===== src/lsfd_pkg.sv =====
package lsfd_pkg;

  // Frame marker bytes
  localparam logic [7:0] HDR_BYTE0 = 8'hFE;
  localparam logic [7:0] HDR_BYTE1 = 8'hFF;
  localparam logic [7:0] TRL_BYTE0 = 8'hCC;
  localparam logic [7:0] TRL_BYTE1 = 8'hDD;

  // One full turn in hundredths of a degree
  localparam int unsigned FULL_TURN = 36000;

  // Field widths
  localparam int unsigned CFG_DATA_W  = 17;
  localparam int unsigned CFG_INDEX_W = 3;

  // Register indexes of the configuration port
  typedef enum logic [CFG_INDEX_W-1:0] {
    REG_WINDOW_LOW   = 3'd0,
    REG_WINDOW_HIGH  = 3'd1,
    REG_RANGE_MIN_MM = 3'd2,
    REG_RANGE_MAX_MM = 3'd3
  } reg_index_e;

  // Result kinds
  typedef enum logic [1:0] {
    KIND_POINT    = 2'd0,
    KIND_END_GOOD = 2'd1,
    KIND_END_BAD  = 2'd2
  } kind_e;

  // Parser phases
  typedef enum logic [2:0] {
    PH_HUNT = 3'd0,
    PH_HDR2 = 3'd1,
    PH_CNTH = 3'd2,
    PH_CNTL = 3'd3,
    PH_PNTS = 3'd4,
    PH_TRL1 = 3'd5,
    PH_TRL2 = 3'd6
  } phase_e;

  // Filter settings
  typedef struct packed {
    logic [15:0] window_low;
    logic [16:0] window_high;
    logic [15:0] range_min_mm;
    logic [15:0] range_max_mm;
  } filter_cfg_t;

endpackage


===== src/lsfd_filter.sv =====
module lsfd_filter
  import lsfd_pkg::*;
(
  input  filter_cfg_t cfg_i,
  input  logic [15:0] angle_i,
  input  logic [15:0] range_i,
  output logic        masked_o
);

  logic signed [18:0] dist_s;
  logic signed [18:0] low_s;
  logic signed [18:0] high_s;
  logic signed [18:0] high_wrap_s;
  logic               wrapped;
  logic               angle_masked;
  logic               range_masked;

  // Angle window test on the mirrored angle (full turn minus angle)
  always_comb begin
    dist_s      = $signed(19'(FULL_TURN)) - $signed({3'b000, angle_i});
    low_s       = $signed({3'b000, cfg_i.window_low});
    high_s      = $signed({2'b00, cfg_i.window_high});
    high_wrap_s = high_s - $signed(19'(FULL_TURN));
    wrapped     = cfg_i.window_high > 17'(FULL_TURN);
    if (wrapped) begin
      angle_masked = (dist_s > high_wrap_s) && (dist_s < low_s);
    end else begin
      angle_masked = (dist_s > high_s) || (dist_s < low_s);
    end
  end

  // Range limits
  assign range_masked = (range_i < cfg_i.range_min_mm) || (range_i > cfg_i.range_max_mm);

  assign masked_o = angle_masked || range_masked;

endmodule


===== src/lidar_scan_frame_deframer_unit.sv =====
// Scan-frame deframer for a serial lidar byte stream. Bytes enter on the rx
// channel; the unit hunts for header FE FF, reads a big-endian 16-bit point
// count, then four bytes per point (angle in centidegrees, range in mm) and a
// CC DD trailer. Each point leaves as one transaction when its fourth byte
// arrives, with range_mm forced to 0 when the point is outside the angle
// window or the range limits; after the trailer one end transaction (last_o
// high) reports the frame good or bad. Points go out before the trailer is
// checked, so a consumer must drop the points of a frame that ends bad.
// Throughput is one byte per cycle while results are taken: a byte register
// feeds the parser and filter, whose result lands in an output register; a
// byte that yields a result waits in the byte register only while the output
// register holds an untaken result. Configuration is written through the cfg
// port, by the user only while the unit is idle, which the unit itself does
// not enforce; indexes above 3 are ignored.
module lidar_scan_frame_deframer_unit
  import lsfd_pkg::*;
(
  input  logic                   clk_i,
  input  logic                   rst_ni,
  // configuration writes
  input  logic                   cfg_we_i,
  input  logic [CFG_INDEX_W-1:0] cfg_index_i,
  input  logic [CFG_DATA_W-1:0]  cfg_data_i,
  // byte stream in
  input  logic                   rx_valid_i,
  output logic                   rx_ready_o,
  input  logic [7:0]             rx_byte_i,
  // results out
  output logic                   out_valid_o,
  input  logic                   out_ready_i,
  output logic [1:0]             kind_o,
  output logic [15:0]            point_index_o,
  output logic [15:0]            angle_centideg_o,
  output logic [15:0]            range_mm_o,
  output logic [15:0]            point_total_o,
  output logic                   last_o
);

  filter_cfg_t cfg_q;

  logic       byte_valid_q;
  logic [7:0] byte_q;

  phase_e      phase_q, phase_d;
  logic [1:0]  bip_q, bip_d;
  logic [15:0] announced_q, announced_d;
  logic [15:0] seen_q, seen_d;
  logic [15:0] held_angle_q, held_angle_d;
  logic [7:0]  held_high_q, held_high_d;
  logic        trl_ok_q, trl_ok_d;

  logic        out_valid_q;
  kind_e       kind_q, kind_d;
  logic [15:0] index_q, index_d;
  logic [15:0] angle_q, angle_d;
  logic [15:0] range_q, range_d;
  logic [15:0] total_q, total_d;
  logic        last_q, last_d;

  logic        emit;
  logic        advance;
  logic        out_free;
  logic [15:0] word;
  logic [15:0] seen_inc;
  logic        masked;

  // Configuration registers
  always_ff @(posedge clk_i or negedge rst_ni) begin
    if (!rst_ni) begin
      cfg_q.window_low   <= 16'd0;
      cfg_q.window_high  <= 17'(FULL_TURN);
      cfg_q.range_min_mm <= 16'd300;
      cfg_q.range_max_mm <= 16'hFFFF;
    end else if (cfg_we_i) begin
      case (cfg_index_i)
        REG_WINDOW_LOW:   cfg_q.window_low   <= cfg_data_i[15:0];
        REG_WINDOW_HIGH:  cfg_q.window_high  <= cfg_data_i;
        REG_RANGE_MIN_MM: cfg_q.range_min_mm <= cfg_data_i[15:0];
        REG_RANGE_MAX_MM: cfg_q.range_max_mm <= cfg_data_i[15:0];
        default: ;
      endcase
    end
  end

  // Handshake: the byte register drains when its result (if any) has a slot
  assign out_free   = !out_valid_q || out_ready_i;
  assign advance    = byte_valid_q && (!emit || out_free);
  assign rx_ready_o = !byte_valid_q || advance;

  // Input byte register
  always_ff @(posedge clk_i or negedge rst_ni) begin
    if (!rst_ni) begin
      byte_valid_q <= 1'b0;
    end else if (rx_ready_o) begin
      byte_valid_q <= rx_valid_i;
    end
  end

  always_ff @(posedge clk_i) begin
    if (rx_valid_i && rx_ready_o) begin
      byte_q <= rx_byte_i;
    end
  end

  assign word     = {held_high_q, byte_q};
  assign seen_inc = seen_q + 16'd1;

  lsfd_filter u_filter (
    .cfg_i    (cfg_q),
    .angle_i  (held_angle_q),
    .range_i  (word),
    .masked_o (masked)
  );

  // Parser next state and result
  always_comb begin
    phase_d      = phase_q;
    bip_d        = bip_q;
    announced_d  = announced_q;
    seen_d       = seen_q;
    held_angle_d = held_angle_q;
    held_high_d  = held_high_q;
    trl_ok_d     = trl_ok_q;
    emit         = 1'b0;
    kind_d       = KIND_POINT;
    index_d      = seen_q;
    angle_d      = held_angle_q;
    range_d      = masked ? 16'd0 : word;
    total_d      = announced_q;
    last_d       = 1'b0;
    case (phase_q)
      PH_HUNT: begin
        if (byte_q == HDR_BYTE0) phase_d = PH_HDR2;
      end
      PH_HDR2: begin
        if (byte_q == HDR_BYTE1) begin
          phase_d = PH_CNTH;
        end else if (byte_q != HDR_BYTE0) begin
          phase_d = PH_HUNT;
        end
      end
      PH_CNTH: begin
        held_high_d = byte_q;
        phase_d     = PH_CNTL;
      end
      PH_CNTL: begin
        announced_d = word;
        seen_d      = 16'd0;
        bip_d       = 2'd0;
        phase_d     = (word == 16'd0) ? PH_TRL1 : PH_PNTS;
      end
      PH_PNTS: begin
        case (bip_q)
          2'd1: held_angle_d = word;
          2'd3: begin
            emit   = 1'b1;
            seen_d = seen_inc;
            if (seen_inc == announced_q) phase_d = PH_TRL1;
          end
          default: held_high_d = byte_q;
        endcase
        bip_d = bip_q + 2'd1;
      end
      PH_TRL1: begin
        trl_ok_d = (byte_q == TRL_BYTE0);
        phase_d  = PH_TRL2;
      end
      PH_TRL2: begin
        emit    = 1'b1;
        kind_d  = (trl_ok_q && byte_q == TRL_BYTE1) ? KIND_END_GOOD : KIND_END_BAD;
        angle_d = 16'd0;
        range_d = 16'd0;
        last_d  = 1'b1;
        phase_d = PH_HUNT;
      end
      default: phase_d = PH_HUNT;
    endcase
  end

  // Parser state
  always_ff @(posedge clk_i or negedge rst_ni) begin
    if (!rst_ni) begin
      phase_q      <= PH_HUNT;
      bip_q        <= 2'd0;
      announced_q  <= 16'd0;
      seen_q       <= 16'd0;
      held_angle_q <= 16'd0;
      held_high_q  <= 8'd0;
      trl_ok_q     <= 1'b0;
    end else if (advance) begin
      phase_q      <= phase_d;
      bip_q        <= bip_d;
      announced_q  <= announced_d;
      seen_q       <= seen_d;
      held_angle_q <= held_angle_d;
      held_high_q  <= held_high_d;
      trl_ok_q     <= trl_ok_d;
    end
  end

  // Output register
  always_ff @(posedge clk_i or negedge rst_ni) begin
    if (!rst_ni) begin
      out_valid_q <= 1'b0;
    end else if (advance && emit) begin
      out_valid_q <= 1'b1;
    end else if (out_ready_i) begin
      out_valid_q <= 1'b0;
    end
  end

  always_ff @(posedge clk_i) begin
    if (advance && emit) begin
      kind_q  <= kind_d;
      index_q <= index_d;
      angle_q <= angle_d;
      range_q <= range_d;
      total_q <= total_d;
      last_q  <= last_d;
    end
  end

  assign out_valid_o      = out_valid_q;
  assign kind_o           = kind_q;
  assign point_index_o    = index_q;
  assign angle_centideg_o = angle_q;
  assign range_mm_o       = range_q;
  assign point_total_o    = total_q;
  assign last_o           = last_q;

  // End results never carry the point kind
  a_end_kind: assert property (@(posedge clk_i) disable iff (!rst_ni)
    out_valid_o && last_o |-> kind_o != KIND_POINT)
    else $error("end result with point kind");

  // A point result lies inside the announced count
  a_point_index: assert property (@(posedge clk_i) disable iff (!rst_ni)
    out_valid_o && !last_o |-> kind_o == KIND_POINT && point_index_o < point_total_o)
    else $error("point result out of frame");

  // While reading points, fewer points than announced have gone out
  a_seen_bound: assert property (@(posedge clk_i) disable iff (!rst_ni)
    phase_q == PH_PNTS |-> seen_q < announced_q)
    else $error("point counter past announced count");

  // A result is produced only on the fourth point byte or second trailer byte
  a_emit_place: assert property (@(posedge clk_i) disable iff (!rst_ni)
    advance && emit |-> (phase_q == PH_PNTS && bip_q == 2'd3) || phase_q == PH_TRL2)
    else $error("result emitted in wrong phase");

endmodule

===== config.mk =====
export PLATFORM = sky130hd
export DESIGN_NAME = lidar_scan_frame_deframer_unit
export DESIGN_NICKNAME = d
export VERILOG_FILES = /design/src/lsfd_pkg.sv /design/src/lsfd_filter.sv /design/src/lidar_scan_frame_deframer_unit.sv
export SDC_FILE = /design/constraint.sdc
export NUM_CORES = 1
export LEC_CHECK = 0
export ABC_AREA = 1
export BUFFER_PORTS_ARGS = -buffer_cell sky130_fd_sc_hd__buf_2
export CORE_ASPECT_RATIO = 1.1
export CORE_MARGIN = 5
export CORE_UTILIZATION = 30
export DETAILED_ROUTE_END_ITERATION = 10
export GPL_TIMING_DRIVEN = 0
export PLACE_DENSITY = 0.52
export SLEW_MARGIN = 10
export SYNTH_ARGS = -nofsm -noshare
export SYNTH_HDL_FRONTEND = slang
export SYNTH_SLANG_ARGS = --single-unit
export TNS_END_PERCENT = 1

===== constraint.sdc =====
create_clock -name clk_i -period 5.5 [get_ports clk_i]
set_input_delay 0.825 -clock clk_i [delete_from_list [all_inputs] [get_ports clk_i]]
set_output_delay 0.825 -clock clk_i [all_outputs]
set_load 0.005 [all_outputs]

After elaboration in Yosys (flattened, before gate mapping)
Cells that the tools add are included.

Add/subtract/negate cells: 4. Multiply operators: 0. Divide/modulo/power cells: 0. $lt $le $gt $ge: 6. Equality and inequality tests: 22. Shifts and indexed selects: 0. Multiplexer cells: 19. Bitwise operators: 0. Reduce and logical (&&, ||, !) cells: 33.

Operator list (count): $eq A8 B8 Y1 const B (4); $pmux W16 S2 (1); $gt A19 B18 Y1 (1); $gt A19 B19 Y1 (1); $lt A19 B17 Y1 (1); $pmux W3 S6 (1); $sub A17 B16 Y18 const B (1); $gt A17 B16 Y1 const B (1); $sub A16 B16 Y17 const A (1); $add A16 B1 Y16 const B (1); $eq A16 B16 Y1 (1); $gt A16 B16 Y1 (1); $logic_not A16 Y1 (1); $lt A16 B16 Y1 (1); $mux W16 (1); $pmux W8 S2 (1); $mux W3 (5); $reduce_and A2 Y1 (7); $eq A3 B2 Y1 const B (4); $eq A3 B3 Y1 const B (3); $reduce_and A3 Y1 (3); $mux W8 (1); $ne A2 B2 Y1 const B (4); $ne A8 B8 Y1 const B (1); 16 further kinds (37).

Flip-flop bits (word level): 204. Latch bits: 0. Bits in writable memories: 0. Bits in read-only memories: 0. Input port bits: 33. Output and inout bits: 69. Word-level logic and storage cells: 104. Memories kept: 0.

Longest topological paths before layout
Gate-level depths: netlist of the first run.

Depth after elaboration: 8. Gate-level depth with buffers: 26. Mapped depth without buffers: 25.

By module
A second synthesis of the first run with hierarchy kept.

Cell total of the unflattened synthesis: 1262. Area, all modules: 10960.5 um^2.

Modules (own cells, without submodules): lidar_scan_frame_deframer_unit (instances 1, cells each 795, area an instance 8252.9 um^2, seq. area each 5511.5 um^2); lsfd_filter (instances 1, cells each 467, area an instance 2707.6 um^2, seq. area each 0.0 um^2).

Worst setup path before layout of the first run
OpenSTA, ideal clock, no wires.

Kind: reg-to-reg. Start: register held_angle_q[0]. End: register range_q[6] (netlist: range_mm_o[6]) (data pin). Setup time: 0.255 ns. Data arrival time: 2.726 ns. Data required time: 5.245 ns. Path slack: 2.519 ns. Cell stages (with the launch flop): 25. Buffers on the path: 1. Clock period less this slack: 2.981 ns. Path through: dfrtp_1 > nor3_1 > nand3_1 > nand2_1 > nand2_1 > a21oi_1 > xor2_1 > inv_1 > ha_1 > nand4_1 > nor2_1 > nand2_1 > nand4_1 > nand2_1 > nand3_1 > nand2_1 > o21bai_1 > nand2_1 > nand2_1 > nand2_1 > nand2_1 > nand2_2 > nand2_4 > buf_12 > nor2_4.

Word-level cells in the longest chain between the ends: 6. Elaborated cells on any way between the ends: 9. Those cells by class: 1 x add/sub; 3 x order compare; 1 x mux; 4 x reduce/logical.

Ends and longest elaborated chain: from (decl) (RTL line lidar_scan_frame_deframer_unit.sv:48) `logic [15:0] held_angle_q, held_angle_d;`; from (signal assigned) (RTL line lidar_scan_frame_deframer_unit.sv:195) `held_angle_q <= held_angle_d;`; $sub A16 B16 Y17 (*) (RTL line lsfd_filter.sv:20) `dist_s = $signed(19'(FULL_TURN)) - $signed({3'b000, angle_i});`; $gt A19 B18 Y1, or another cell as far along (RTL line lsfd_filter.sv:28) `angle_masked = (dist_s > high_s) || (dist_s < low_s);`; $logic_or A1 B1 Y1 or $logic_and A1 B1 Y1 (tied branches) (RTL line lsfd_filter.sv:28, lsfd_filter.sv:26); $mux W1 (*) (RTL line lsfd_filter.sv:25) `if (wrapped) begin`; $logic_or A1 B1 Y1 (*) (RTL line lsfd_filter.sv:35) `assign masked_o = angle_masked || range_masked;`; $reduce_or A2 Y1 (no source line) (*); to (signal assigned) (RTL line lidar_scan_frame_deframer_unit.sv:217) `range_q <= range_d;`; to (decl) (RTL line lidar_scan_frame_deframer_unit.sv:56) `logic [15:0] range_q, range_d;`.

Mark *: on every way between the ends. The rest lies on a longest branch, timed or not. A chain may end at the register's enable or synchronous reset.

Worst setup path after layout of the first run
Start: register held_angle_q[0]. End: register range_q[13] (netlist: range_mm_o[13]) (data pin).

Same word-level chain as after synthesis.

==> impl_metrics.sql, run 1 <==
INSERT INTO impl_metrics (metric_group, metric, value, unit) VALUES
('status', 'status', 'finished clean', ''),
('logic_synthesis', 'ys.flop_type', 'dfrtp_1', ''),
('sta', 'grt_setup_unrepaired', 'no', ''),
('logic_synthesis', 'netlist_instances', '1154', ''),
('critical_path', 'ff2ff_path_depth', '20', ''),
('critical_path', 'critical_path.max_fanout', '10', ''),
('sta', 'timing.max_slew.rel_slack', '51.1', '%'),
('power_and_ir_drop', 'power_per_cell_area', '368', 'nW/um^2'),
('logic_synthesis', 'synth.top_cells.by_area', 'dfrtp_1, edfxtp_1, ha_1', ''),
('logic_synthesis', 'mean_instance_size_in_the_synthesized_netlist', '9.25', 'sq um'),
('drt', 'post-route-drc-count', '0', ''),
('critical_path', 'critPathMaxStageDelay', '400', 'ps'),
('floorplan', 'dieHeight', '208', 'um'),
('logic_synthesis', 'syn_area', '10700', 'sq um'),
('logic_synthesis', 'yosysTopAreaCell', 'dfrtp_1', ''),
('critical_path', 'critical_path_required', '5760', 'ps'),
('critical_path', 'timing.critical_path.slowest_stage_cell', 'dfrtp_1', ''),
('run', 'drv_cap', '0', ''),
('global_routing', 'antenna_violations_before_repair', '1', ''),
('sta', 'tns', '0', 'ps'),
('sta', 'hold_violations', '0', ''),
('clocking', 'cts_tree', 'yes', ''),
('finish', 'layout.cells.non_filler', '1742', ''),
('drt', 'drt_iter0_markers', '438', ''),
('sta', 'worstMarginPinSlew', '733', 'ps'),
('global_routing', 'first_global_vias', '8150', ''),
('logic_synthesis', 'ys_ff_latch', '204', ''),
('clocking', 'worst_skew_pair.late_latency', '520', 'ps'),
('logic_synthesis', 'synth_cell_types', '51', ''),
('global_routing', 'grt_start_max_net_pins', '89', ''),
('clocking', 'cts-root-to-sink-buffers', '3', ''),
('power_and_ir_drop', 'fin_total_pwr', '0.00462', 'W'),
('sta', 'period_share', '67.5', '%'),
('power_and_ir_drop', 'static-leakage-power', '5.75', 'nW'),
('worst_hold_path', 'hp-class', 'in -> async', ''),
('clocking', 'clk_root_buffer_cell', 'clkbuf_16', ''),
('drt', 'first_pass_iters', '5', ''),
('sta', 'skew_final', '17.4', 'ps'),
('critical_path', 'cp_cell_sequence', 'nor3_1 > nand3_1 > nand2_1 > nand2_1 > a21oi_1 > xor2_1 > inv_1 > ha_1 > nand2_1 > nor2_1 > nand4_1 > o211ai_1 > a21oi_1 > o21ai_0 > nand2_1 > nand2_1 > nor2_4 > nand2_4 > buf_12 > nor2_4', ''),
('global_routing', 'grt_overflow_total', '0', ''),
('critical_path', 'critPathCaptureType', 'flip-flop', ''),
('logic_synthesis', 'synth_seq_area_share', '51.6', '%'),
('sta', 'post-route-min-period', '3710', 'ps'),
('global_routing', 'grt_use_total', '14.0', '%'),
('finish', 'antenna_cells_inserted', '0', ''),
('logic_synthesis', 'async_s_r_ff_share_synth', '63.2', '%'),
('logic_synthesis', 'synth_nets', '1265', ''),
('power_and_ir_drop', 'power.ir.vdd_worst', '0.218', 'mV'),
('clocking', 'ctsHoldBuffers', '0', ''),
('critical_path', 'worstSetupPathType', 'reg -> reg', ''),
('place', 'placement.io_buffers', '101', ''),
('floorplan', 'start_util', '30.4', '%'),
('clocking', 'clkTransAtPathRegs', '60', 'ps'),
('sta', 'setup-violations-final', '0', ''),
('floorplan', 'core_outline_area', '35100', 'sq um'),
('finish', 'area_growth_syn_to_layout', '17.6', '%'),
('clocking', 'numCtsBuffers', '23', ''),
('place', 'dp_cells', '1701', ''),
('place', 'place_congestion', '0.882', ''),
('clocking', 'ctsResizeCount', '0', ''),
('drt', 'route.detailed.vias_per_inst', '4.63', ''),
('logic_synthesis', 'yosys_warnings', '0', ''),
('drt', 'vias', '8073', ''),
('critical_path', 'arrival', '3980', 'ps'),
('sta', 'report.final.slew_viol_count', '0', ''),
('clocking', 'postCtsSetupBuffers', '0', ''),
('floorplan', 'design.die.area', '39500', 'sq um'),
('logic_synthesis', 'synth-edff-count', '75', ''),
('clocking', 'cts.htree.levels', '1', ''),
('drt', 'detail-route-antenna-nets', '0', ''),
('drt', 'wirelength', '27700', 'um');
## stage by stage
stage	setup slack [ps]	area (sq um)	hold slack, ps	util [%]
2_1_floorplan	2520	10700	425	-
3_3_place_gp	1740	11700	468	33.4
3_5_place_dp	1860	11800	471	33.6
4_1_cts	1820	12600	232	35.7
5_1_grt	1540	12600	253	35.7
6_report	1790	12600	234	35.7
## layout make-up
type | instances | area [sq um]
clock buffer | 28 | 636
sequential | 204 | 5510
buffer | 24 | 111
tap | 444 | 556
timing repair buffer | 103 | 567
multi-input combinational | 750 | 4390
fill | 3636 | 22600
clock inverter | 13 | 119
inverter | 176 | 664
## metal layers
metal	part of all wire, %	global-route usage, %	routed length, um	vias up
met4	2.5	3.97	683	2
met2	47	23.4	13000	167
met5	0.072	0	20	-
li1	-	-	-	4075
met3	4.2	2.03	1160	44
met1	46	19.1	12800	3785
## report_power, final
part           total (W)  internal [W]  leakage (nW)  switching, W
logic            0.00113      0.000432          3.17      0.000693
clock network    0.00153      0.000879         0.362      0.000649
registers        0.00197       0.00179          2.22      0.000181
## state kept, by name (all words and copies together), names as in the netlist
| name | count |
|---|---|
| index_d | 16 |
| angle_centideg_o | 16 |
| trl_ok_q | 1 |
| kind_o | 2 |
| bip_q | 2 |
| point_index_o | 16 |
| last_o | 1 |
| out_valid_o | 1 |
| byte_q | 8 |
| announced_q | 16 |
| byte_valid_q | 1 |
| held_angle_q | 16 |
| point_total_o | 16 |
| cfg_q | 65 |
| held_high_q | 8 |
| range_mm_o | 16 |
| phase_q | 3 |
## cells in the final DEF, fill, tap and decap left out, drive strengths merged, types with 8 or more instances in the layout
cell type	synthesis	layout
edfxtp	75	75
a21oi	33	33
clkinv	1	8
o22ai	10	10
nor3	12	12
inv	175	177
xnor2	8	8
dfstp	25	25
xor2	28	28
nor2	88	88
o21ai	130	130
nand2	257	257
nand3	47	47
ha	78	78
dfrtp	104	104
nand4	19	19
buf	4	107
clkbuf	20	48
## synth_stat cells (all sizes together) (3+ instances only)
| master | n |
|---|---|
| dfstp | 25 |
| xor2 | 28 |
| o22ai | 10 |
| a21oi | 33 |
| dfrtp | 104 |
| o211ai | 4 |
| nand4 | 19 |
| nand3 | 47 |
| buf | 4 |
| nor4 | 6 |
| edfxtp | 75 |
| clkbuf | 20 |
| ha | 78 |
| o21ai | 130 |
| nor3 | 12 |
| inv | 175 |
| nor2 | 88 |
| o21a | 3 |
| nand2 | 257 |
| xnor2 | 8 |
| or2 | 4 |
## critical path: cells and delay by family (launching register included)
family / cells / cell delay, ps
xor gates and xnor gates: 1 / 160
AOI/OAI and AO/OA: 4 / 680
buffers and inverters: 2 / 330
DFF: 1 / 400
adders and majority gates: 1 / 290
and+or+nand+nor: 12 / 1580
## cells by family (layout without fill, tap and decap cells)
logic type	Yosys count	after routing	synth area share, %
flops	204	204	51.6
compound gates	195	195	9.87
simple gates	439	439	18.8
buf+inv	200	344	7.24
fa+ha+maj	78	78	9.14
xor+xnor	38	38	3.37
## path summary, 6_finish.rpt
path,start,end,slack (ps)
setup reg to reg,held_angle_q[0]$_DFFE_PN0P_,range_mm_o[13]$_SDFFCE_PP0P_,1790
setup / recovery,held_angle_q[0]$_DFFE_PN0P_,range_mm_o[13]$_SDFFCE_PP0P_,1790
hold reg to reg,announced_q[7]$_DFFE_PN0P_,point_total_o[7]$_DFFE_PP_,480
hold / removal,rst_ni,held_angle_q[13]$_DFFE_PN0P_,230
min in group clk_i,announced_q[7]$_DFFE_PN0P_,point_total_o[7]$_DFFE_PP_,480
max in group asynchronous,rst_ni,cfg_q[39]$_DFFE_PN1P_,4440
Power figures use the tool's default switching activity.
==> run 2: changes to the inputs <==
PLACE_DENSITY = 0.54   (was 0.52)
clock period = 3 ns   (was 5.5 ns; I/O delays follow)
==> impl_metrics.sql, run 2 (same netlist as run 1, synthesis figures left out) <==
INSERT INTO impl_metrics (metric_group, metric, value, unit) VALUES
('status', 'status', 'complete, but fails checks', ''),
('status', 'failed_checks', 'negative setup slack', ''),
('finish', 'post_route_cells_drive_above_1_share', '19.0', '%'),
('power_and_ir_drop', 'static-leakage-power', '5.79', 'nW'),
('critical_path', 'critical_path.max_fanout', '4', ''),
('critical_path', 'critPathMaxStageDelay', '430', 'ps'),
('critical_path', 'timing.critical_path.slowest_stage_cell', 'dfrtp_1', ''),
('critical_path', 'startpoint_type', 'flip-flop', ''),
('floorplan', 'row_count', '72', ''),
('finish', 'layout_common_cells', 'nand2_1, inv_1, o21ai_0, dfrtp_1, buf_2', ''),
('worst_hold_path', 'hold_start', 'rx_byte_i[3]', ''),
('sta', 'worstMarginPinSlew', '761', 'ps'),
('critical_path', 'register_to_register_setup_slack', '-270', 'ps'),
('sta', 'post-route-min-period', '3270', 'ps'),
('worst_hold_path', 'hp-class', 'in -> reg', ''),
('critical_path', 'worstSetupPathType', 'reg -> reg', ''),
('finish', 'postLayoutCoreUtil', '36.3', '%'),
('clocking', 'worst_skew_pair.late_latency', '500', 'ps'),
('place', 'dpl.hpwl', '21600', 'um'),
('finish', 'register_area', '5510', 'sq um'),
('critical_path', 'rr_endpoint', 'range_mm_o[4]$_SDFFCE_PP0P_', ''),
('sta', 'timing.max_slew.rel_slack', '49.3', '%'),
('finish', 'layout.cells.most_common', 'nand2_1', ''),
('global_routing', 'grt_overflow_total', '0', ''),
('drt', 'route.detailed.vias_per_inst', '4.62', ''),
('global_routing', 'grt_pass1_wl', '45300', 'um'),
('clocking', 'cts.htree.levels', '1', ''),
('floorplan', 'core_outline_area', '35100', 'sq um'),
('place', 'place_congestion', '0.891', ''),
('critical_path', 'critical_path_required', '3340', 'ps'),
('global_routing', 'grt_start_max_net_pins', '72', ''),
('sta', 'setup-violations-final', '16', ''),
('drt', 'wirelength', '27900', 'um'),
('place', 'place_worst_setup_slack', '-608', 'ps'),
('critical_path', 'arrival', '3620', 'ps'),
('critical_path', 'critical_path_depth', '21', ''),
('global_routing', 'first_global_vias', '8256', ''),
('floorplan', 'dieHeight', '208', 'um'),
('power_and_ir_drop', 'power_per_cell_area', '644', 'nW/um^2'),
('sta', 'period_share', '109', '%'),
('power_and_ir_drop', 'clock_power_share', '29.3', '%'),
('worst_hold_path', 'hold_path_cell_cnt', '1', ''),
('critical_path', 'crit_path_frequent_cell', 'nand2_1', ''),
('critical_path', 'worst-path-buf-inv', '3', ''),
('global_routing', 'grt_use_total', '14.1', '%'),
('power_and_ir_drop', 'switching_share', '33.6', '%'),
('critical_path', 'critical_path.top_delay_family', 'simple AND/OR/NAND/NOR gates', ''),
('power_and_ir_drop', 'fin_total_pwr', '0.00820', 'W'),
('power_and_ir_drop', 'power.ir.vdd_worst', '0.339', 'mV'),
('worst_hold_path', 'min_to', 'byte_q[3]$_DFFE_PP_', ''),
('critical_path', 'reg2reg_from', 'held_angle_q[0]$_DFFE_PN0P_', ''),
('drt', 'vias', '8119', ''),
('drt', 'drt_iter0_markers', '396', ''),
('floorplan', 'start_util', '30.4', '%'),
('power_and_ir_drop', 'power.sequential.fraction', '44.0', '%'),
('floorplan', 'boundaryPins', '102', ''),
('sta', 'report.final.slew_viol_count', '0', ''),
('power_and_ir_drop', 'combinationalPowerShare', '26.7', '%'),
('clocking', 'cts_tree', 'yes', ''),
('critical_path', 'cp_cell_sequence', 'inv_2 > ha_4 > nand2_1 > nor2_1 > nand2_1 > o211ai_1 > buf_4 > xor2_4 > ha_4 > nand2_1 > nor2_2 > a22oi_1 > o211ai_1 > a21oi_1 > o21ai_1 > nand2_1 > nand2_2 > nor2_4 > nand2_4 > buf_4 > nor2_1', ''),
('sta', 'tns', '-4020', 'ps'),
('critical_path', 'critPathCaptureType', 'flip-flop', ''),
('drt', 'detail-route-antenna-nets', '0', ''),
('power_and_ir_drop', 'p_sw', '0.00275', 'W'),
('critical_path', 'ff2ff_path_depth', '21', ''),
('finish', 'antenna_cells_inserted', '0', ''),
('clocking', 'cts-root-to-sink-buffers', '3', ''),
('drt', 'post-route-drc-count', '0', ''),
('power_and_ir_drop', 'internal_power', '0.00545', 'W'),
('finish', 'largest_reg_flops', '65', ''),
('sta', 'setup_slack', '-273', 'ps'),
('finish', 'multi_input_area', '4570', 'sq um'),
('global_routing', 'antenna_violations_before_repair', '0', ''),
('sta', 'skew_final', '8.04', 'ps'),
('run', 'drv_cap', '0', ''),
('clocking', 'clk_root_buffer_cell', 'clkbuf_16', ''),
('finish', 'final_nets', '1408', ''),
('finish', 'filler_cell_count', '3606', ''),
('sta', 'grt_setup_unrepaired', 'yes', ''),
('sta', 'maxClockFrequency', '305', 'MHz'),
('clocking', 'cts_num_sinks', '204', ''),
('floorplan', 'design.die.area', '39500', 'sq um'),
('place', 'placement.io_buffers', '101', ''),
('drt', 'route.detailed.wl_per_inst', '15.9', 'um'),
('sta', 'hold_violations', '0', ''),
('drt', 'first_pass_iters', '4', ''),
('floorplan', 'die_span_in_x', '190', 'um'),
('finish', 'area_growth_syn_to_layout', '19.3', '%'),
('clocking', 'numCtsBuffers', '21', ''),
('clocking', 'clkTransAtPathRegs', '60', 'ps'),
('finish', 'registers.top_by_ff_count', 'cfg_q', '');
run 2: layout make-up:
class | count | area share (%)
Multi-Input combinational cell | 750 | 35.9
Clock buffer | 25 | 4.24
Clock inverter | 13 | 0.609
Sequential cell | 204 | 43.3
Timing Repair Buffer | 121 | 5.72
Inverter | 176 | 5.22
Buffer | 23 | 0.717
Tap cell | 444 | 4.36
run 2: worst register-to-register path, stage by stage (launching register included):
cell	delay [ps]
dfrtp_1	430
inv_2	100
ha_4	150
nand2_1	60
nor2_1	100
nand2_1	70
o211ai_1	120
buf_4	190
xor2_4	250
ha_4	250
nand2_1	110
nor2_2	60
a22oi_1	160
o211ai_1	130
a21oi_1	170
o21ai_1	90
nand2_1	120
nand2_2	80
nor2_4	110
nand2_4	100
buf_4	160
nor2_1	140
run 2: power by group through the flow:
stage | Sequential (W) | Clock (W) | Combinational [W]
2_1_floorplan | 0.00353 | 0 | 0.00159
3_3_place_gp | 0.00365 | 0 | 0.00202
3_5_place_dp | 0.00366 | 0 | 0.00207
4_1_cts | 0.00361 | 0.00248 | 0.00229
5_1_grt | 0.00367 | 0.00259 | 0.00252
6_report | 0.00361 | 0.00240 | 0.00219
run 2: metal layers:
metal | GRT usage [%] | vias to the layer above | routed length, um
li1 | - | 4100 | -
met1 | 19.2 | 3806 | 12800
met2 | 23.6 | 171 | 13400
met3 | 1.82 | 42 | 1130
met4 | 3.92 | 0 | 656
met5 | 0 | - | 0
run 2: how the worst max path moves through the flow:
stage                                      startpoint                           endpoint  slack [ps]
after floorplan           held_angle_q[0]$_DFFE_PN0P_        range_mm_o[6]$_SDFFCE_PP0P_          20
after global placement           bip_q[0]$_DFFE_PN0P_  angle_centideg_o[0]$_SDFFCE_PP0P_        -670
after detailed placement  held_angle_q[0]$_DFFE_PN0P_        range_mm_o[6]$_SDFFCE_PP0P_        -610
after CTS                 held_angle_q[0]$_DFFE_PN0P_        range_mm_o[6]$_SDFFCE_PP0P_        -320
after global routing      held_angle_q[0]$_DFFE_PN0P_        range_mm_o[4]$_SDFFCE_PP0P_        -540
final                     held_angle_q[0]$_DFFE_PN0P_        range_mm_o[4]$_SDFFCE_PP0P_        -270
run 2: what timing repair did:
action | CTS | global route
hold buffers | 1 | 0
setup endpoints to repair | 16 | 16
gates cloned | 1 | 0
gates resized for setup | 31 | 7
hold endpoints to repair | 58 | 0
setup buffers | 15 | 2
pin swaps | 14 | 10
run 2: metrics by stage:
| step | cell area (sq um) | cells | hold WS (ps) |
|---|---|---|---|
| after CTS | 12700 | 1756 | 100 |
| after global routing | 12700 | 1756 | 101 |
| after global placement | 11700 | 1699 | 469 |
| after detailed placement | 11800 | 1701 | 472 |
| final | 12700 | 1756 | 119 |
| after floorplan | 10700 | 1154 | 154 |
==> run 3: changes to the inputs <==
PLACE_DENSITY = 0.52   (was 0.54)
clock period = 3.9 ns   (was 3 ns; I/O delays follow)
==> impl_metrics.sql, run 3 (same netlist as run 1, synthesis figures left out) <==
INSERT INTO impl_metrics (metric_group, metric, value, unit) VALUES
('clocking', 'cts-root-to-sink-buffers', '3', ''),
('finish', 'layout_common_cells', 'nand2_1, inv_1, o21ai_0, dfrtp_1, buf_2', ''),
('global_routing', 'grt_overflow_total', '0', ''),
('critical_path', 'timing.critical_path.slowest_stage_cell', 'dfrtp_1', ''),
('clocking', 'cts_num_sinks', '204', ''),
('global_routing', 'first_global_vias', '8153', ''),
('finish', 'registers.top_by_ff_count', 'cfg_q', ''),
('critical_path', 'worstSetupPathType', 'reg -> reg', ''),
('worst_hold_path', 'hp-class', 'in -> reg', ''),
('finish', 'filler_cell_count', '3637', ''),
('place', 'dp_cells', '1701', ''),
('finish', 'multi_input_area', '4400', 'sq um'),
('drt', 'wirelength', '27800', 'um'),
('clocking', 'clkTransAtPathRegs', '60', 'ps'),
('clocking', 'worst_skew_pair.late_latency', '520', 'ps'),
('drt', 'drt_iter0_markers', '419', ''),
('finish', 'layout.cells.non_filler', '1743', ''),
('global_routing', 'grt_start_max_net_pins', '89', ''),
('sta', 'hold_violations', '0', ''),
('floorplan', 'dieHeight', '208', 'um'),
('floorplan', 'boundaryPins', '102', ''),
('finish', 'antenna_cells_inserted', '0', ''),
('power_and_ir_drop', 'power_per_cell_area', '519', 'nW/um^2'),
('finish', 'final_nets', '1394', ''),
('critical_path', 'arrival', '3980', 'ps'),
('critical_path', 'critical_path_required', '4160', 'ps'),
('critical_path', 'startpoint_type', 'flip-flop', ''),
('power_and_ir_drop', 'power.ir.vdd_worst', '0.308', 'mV'),
('clocking', 'clk_root_buffer_cell', 'clkbuf_16', ''),
('global_routing', 'grt_use_total', '14.0', '%'),
('drt', 'vias', '8122', ''),
('sta', 'setup-violations-final', '0', ''),
('clocking', 'cts_tree', 'yes', ''),
('critical_path', 'crit_path_frequent_cell', 'nand2_1', ''),
('sta', 'worstMarginPinSlew', '729', 'ps'),
('finish', 'layout.cells.most_common', 'nand2_1', ''),
('clocking', 'postCtsSetupBuffers', '0', ''),
('drt', 'first_pass_iters', '5', ''),
('finish', 'largest_reg_flops', '65', ''),
('place', 'place_congestion', '0.882', ''),
('sta', 'period_share', '95.3', '%'),
('global_routing', 'grt_pass1_wl', '44600', 'um'),
('power_and_ir_drop', 'static-leakage-power', '5.76', 'nW'),
('finish', 'area_growth_syn_to_layout', '17.7', '%'),
('status', 'status', 'finished clean', ''),
('sta', 'timing.max_slew.rel_slack', '51.4', '%'),
('floorplan', 'die_span_in_x', '190', 'um'),
('sta', 'maxClockFrequency', '269', 'MHz'),
('critical_path', 'critical_path.max_fanout', '10', ''),
('floorplan', 'row_count', '72', ''),
('clocking', 'cts.htree.levels', '1', ''),
('sta', 'post-route-min-period', '3720', 'ps'),
('drt', 'route.detailed.wl_per_inst', '15.9', 'um'),
('run', 'drv_cap', '0', ''),
('drt', 'detail-route-antenna-nets', '0', ''),
('sta', 'tns', '0', 'ps'),
('floorplan', 'core_outline_area', '35100', 'sq um'),
('critical_path', 'critPathMaxStageDelay', '410', 'ps'),
('place', 'placement.io_buffers', '101', ''),
('place', 'dpl.hpwl', '21600', 'um'),
('drt', 'post-route-drc-count', '0', ''),
('drt', 'route.detailed.vias_per_inst', '4.66', ''),
('sta', 'skew_final', '17.3', 'ps'),
('clocking', 'numCtsBuffers', '23', ''),
('floorplan', 'start_util', '30.4', '%'),
('global_routing', 'antenna_violations_before_repair', '1', ''),
('critical_path', 'critPathCaptureType', 'flip-flop', ''),
('critical_path', 'cp_cell_sequence', 'nor3_1 > nand3_1 > nand2_1 > nand2_1 > a21oi_1 > xor2_1 > inv_1 > ha_1 > nand2_1 > nor2_1 > nand4_1 > o211ai_1 > a21oi_1 > o21ai_0 > nand2_1 > nand2_1 > nor2_4 > nand2_4 > buf_12 > nor2_4', ''),
('finish', 'postLayoutCoreUtil', '35.8', '%'),
('critical_path', 'ff2ff_path_depth', '20', ''),
('power_and_ir_drop', 'fin_total_pwr', '0.00652', 'W'),
('floorplan', 'design.die.area', '39500', 'sq um'),
('finish', 'post_route_cells_drive_above_1_share', '16.4', '%'),
('sta', 'grt_setup_unrepaired', 'no', ''),
('sta', 'report.final.slew_viol_count', '0', ''),
('worst_hold_path', 'hold_path_cell_cnt', '1', ''),
('place', 'placed_area', '11800', 'sq um'),
('finish', 'register_area', '5510', 'sq um'),
('finish', 'finish.instance_area', '12600', 'sq um');
==> run 3: final timing paths <==
kind	start	end	slack, ps
max	held_angle_q[0]$_DFFE_PN0P_	range_mm_o[13]$_SDFFCE_PP0P_	180
min	rx_byte_i[1]	byte_q[1]$_DFFE_PP_	240
max reg2reg	held_angle_q[0]$_DFFE_PN0P_	range_mm_o[13]$_SDFFCE_PP0P_	180
min reg2reg	announced_q[7]$_DFFE_PN0P_	point_total_o[7]$_DFFE_PP_	480
max in group asynchronous	rst_ni	cfg_q[39]$_DFFE_PN1P_	2500
min in group asynchronous	rst_ni	held_angle_q[6]$_DFFE_PN0P_	570
==> run 3: area by class of cell <==
class,instances,share of cell area [%]
clock inverters,13,0.946
clock buffers,28,5.06
flip-flops and latches,204,43.8
multi-input cells,750,35.0
plain buffers,24,0.886
repair buffers,104,4.59
inverters,176,5.29
well taps,444,4.42
==> run 3: metal layers <==
metal  track usage (%)  vias up  wire [um]
li1                  -     4077          -
met1              19.1     3824      12800
met2              23.4      175      13100
met3              2.05       44       1170
met4              3.97        2        640
met5                 0        -          7
==> run 3: worst max-delay path, delay by kind of cell (launching register included) <==
kind	cells	cell delay (ps)
xor gates and xnor gates	1	160
and+or+nand+nor	12	1590
buffers and inverters	2	320
AOI/OAI and AO/OA	4	680
DFF	1	410
adders and majority gates	1	290
==> run 3: stage by stage <==
stage	setup WS, ps	hold slack, ps
2_1_floorplan	919	289
3_3_place_gp	212	468
3_5_place_dp	257	471
4_1_cts	223	209
5_1_grt	3.56	216
6_report	181	238
==> run 3: repair_timing <==
item                                    4_1_cts  5_1_grt
resized for setup                             0        2
endpoints found under the setup margin        0       10
hold endpoints to repair                     35        0
hold buffers                                  1        0
==> run 3: power breakdown <==
group	internal, W	switching [W]	leakage, nW
combinational	0.000610	0.000980	3.18
clock	0.00124	0.000916	0.362
sequential	0.00252	0.000256	2.22
total	0.00437	0.00215	5.76
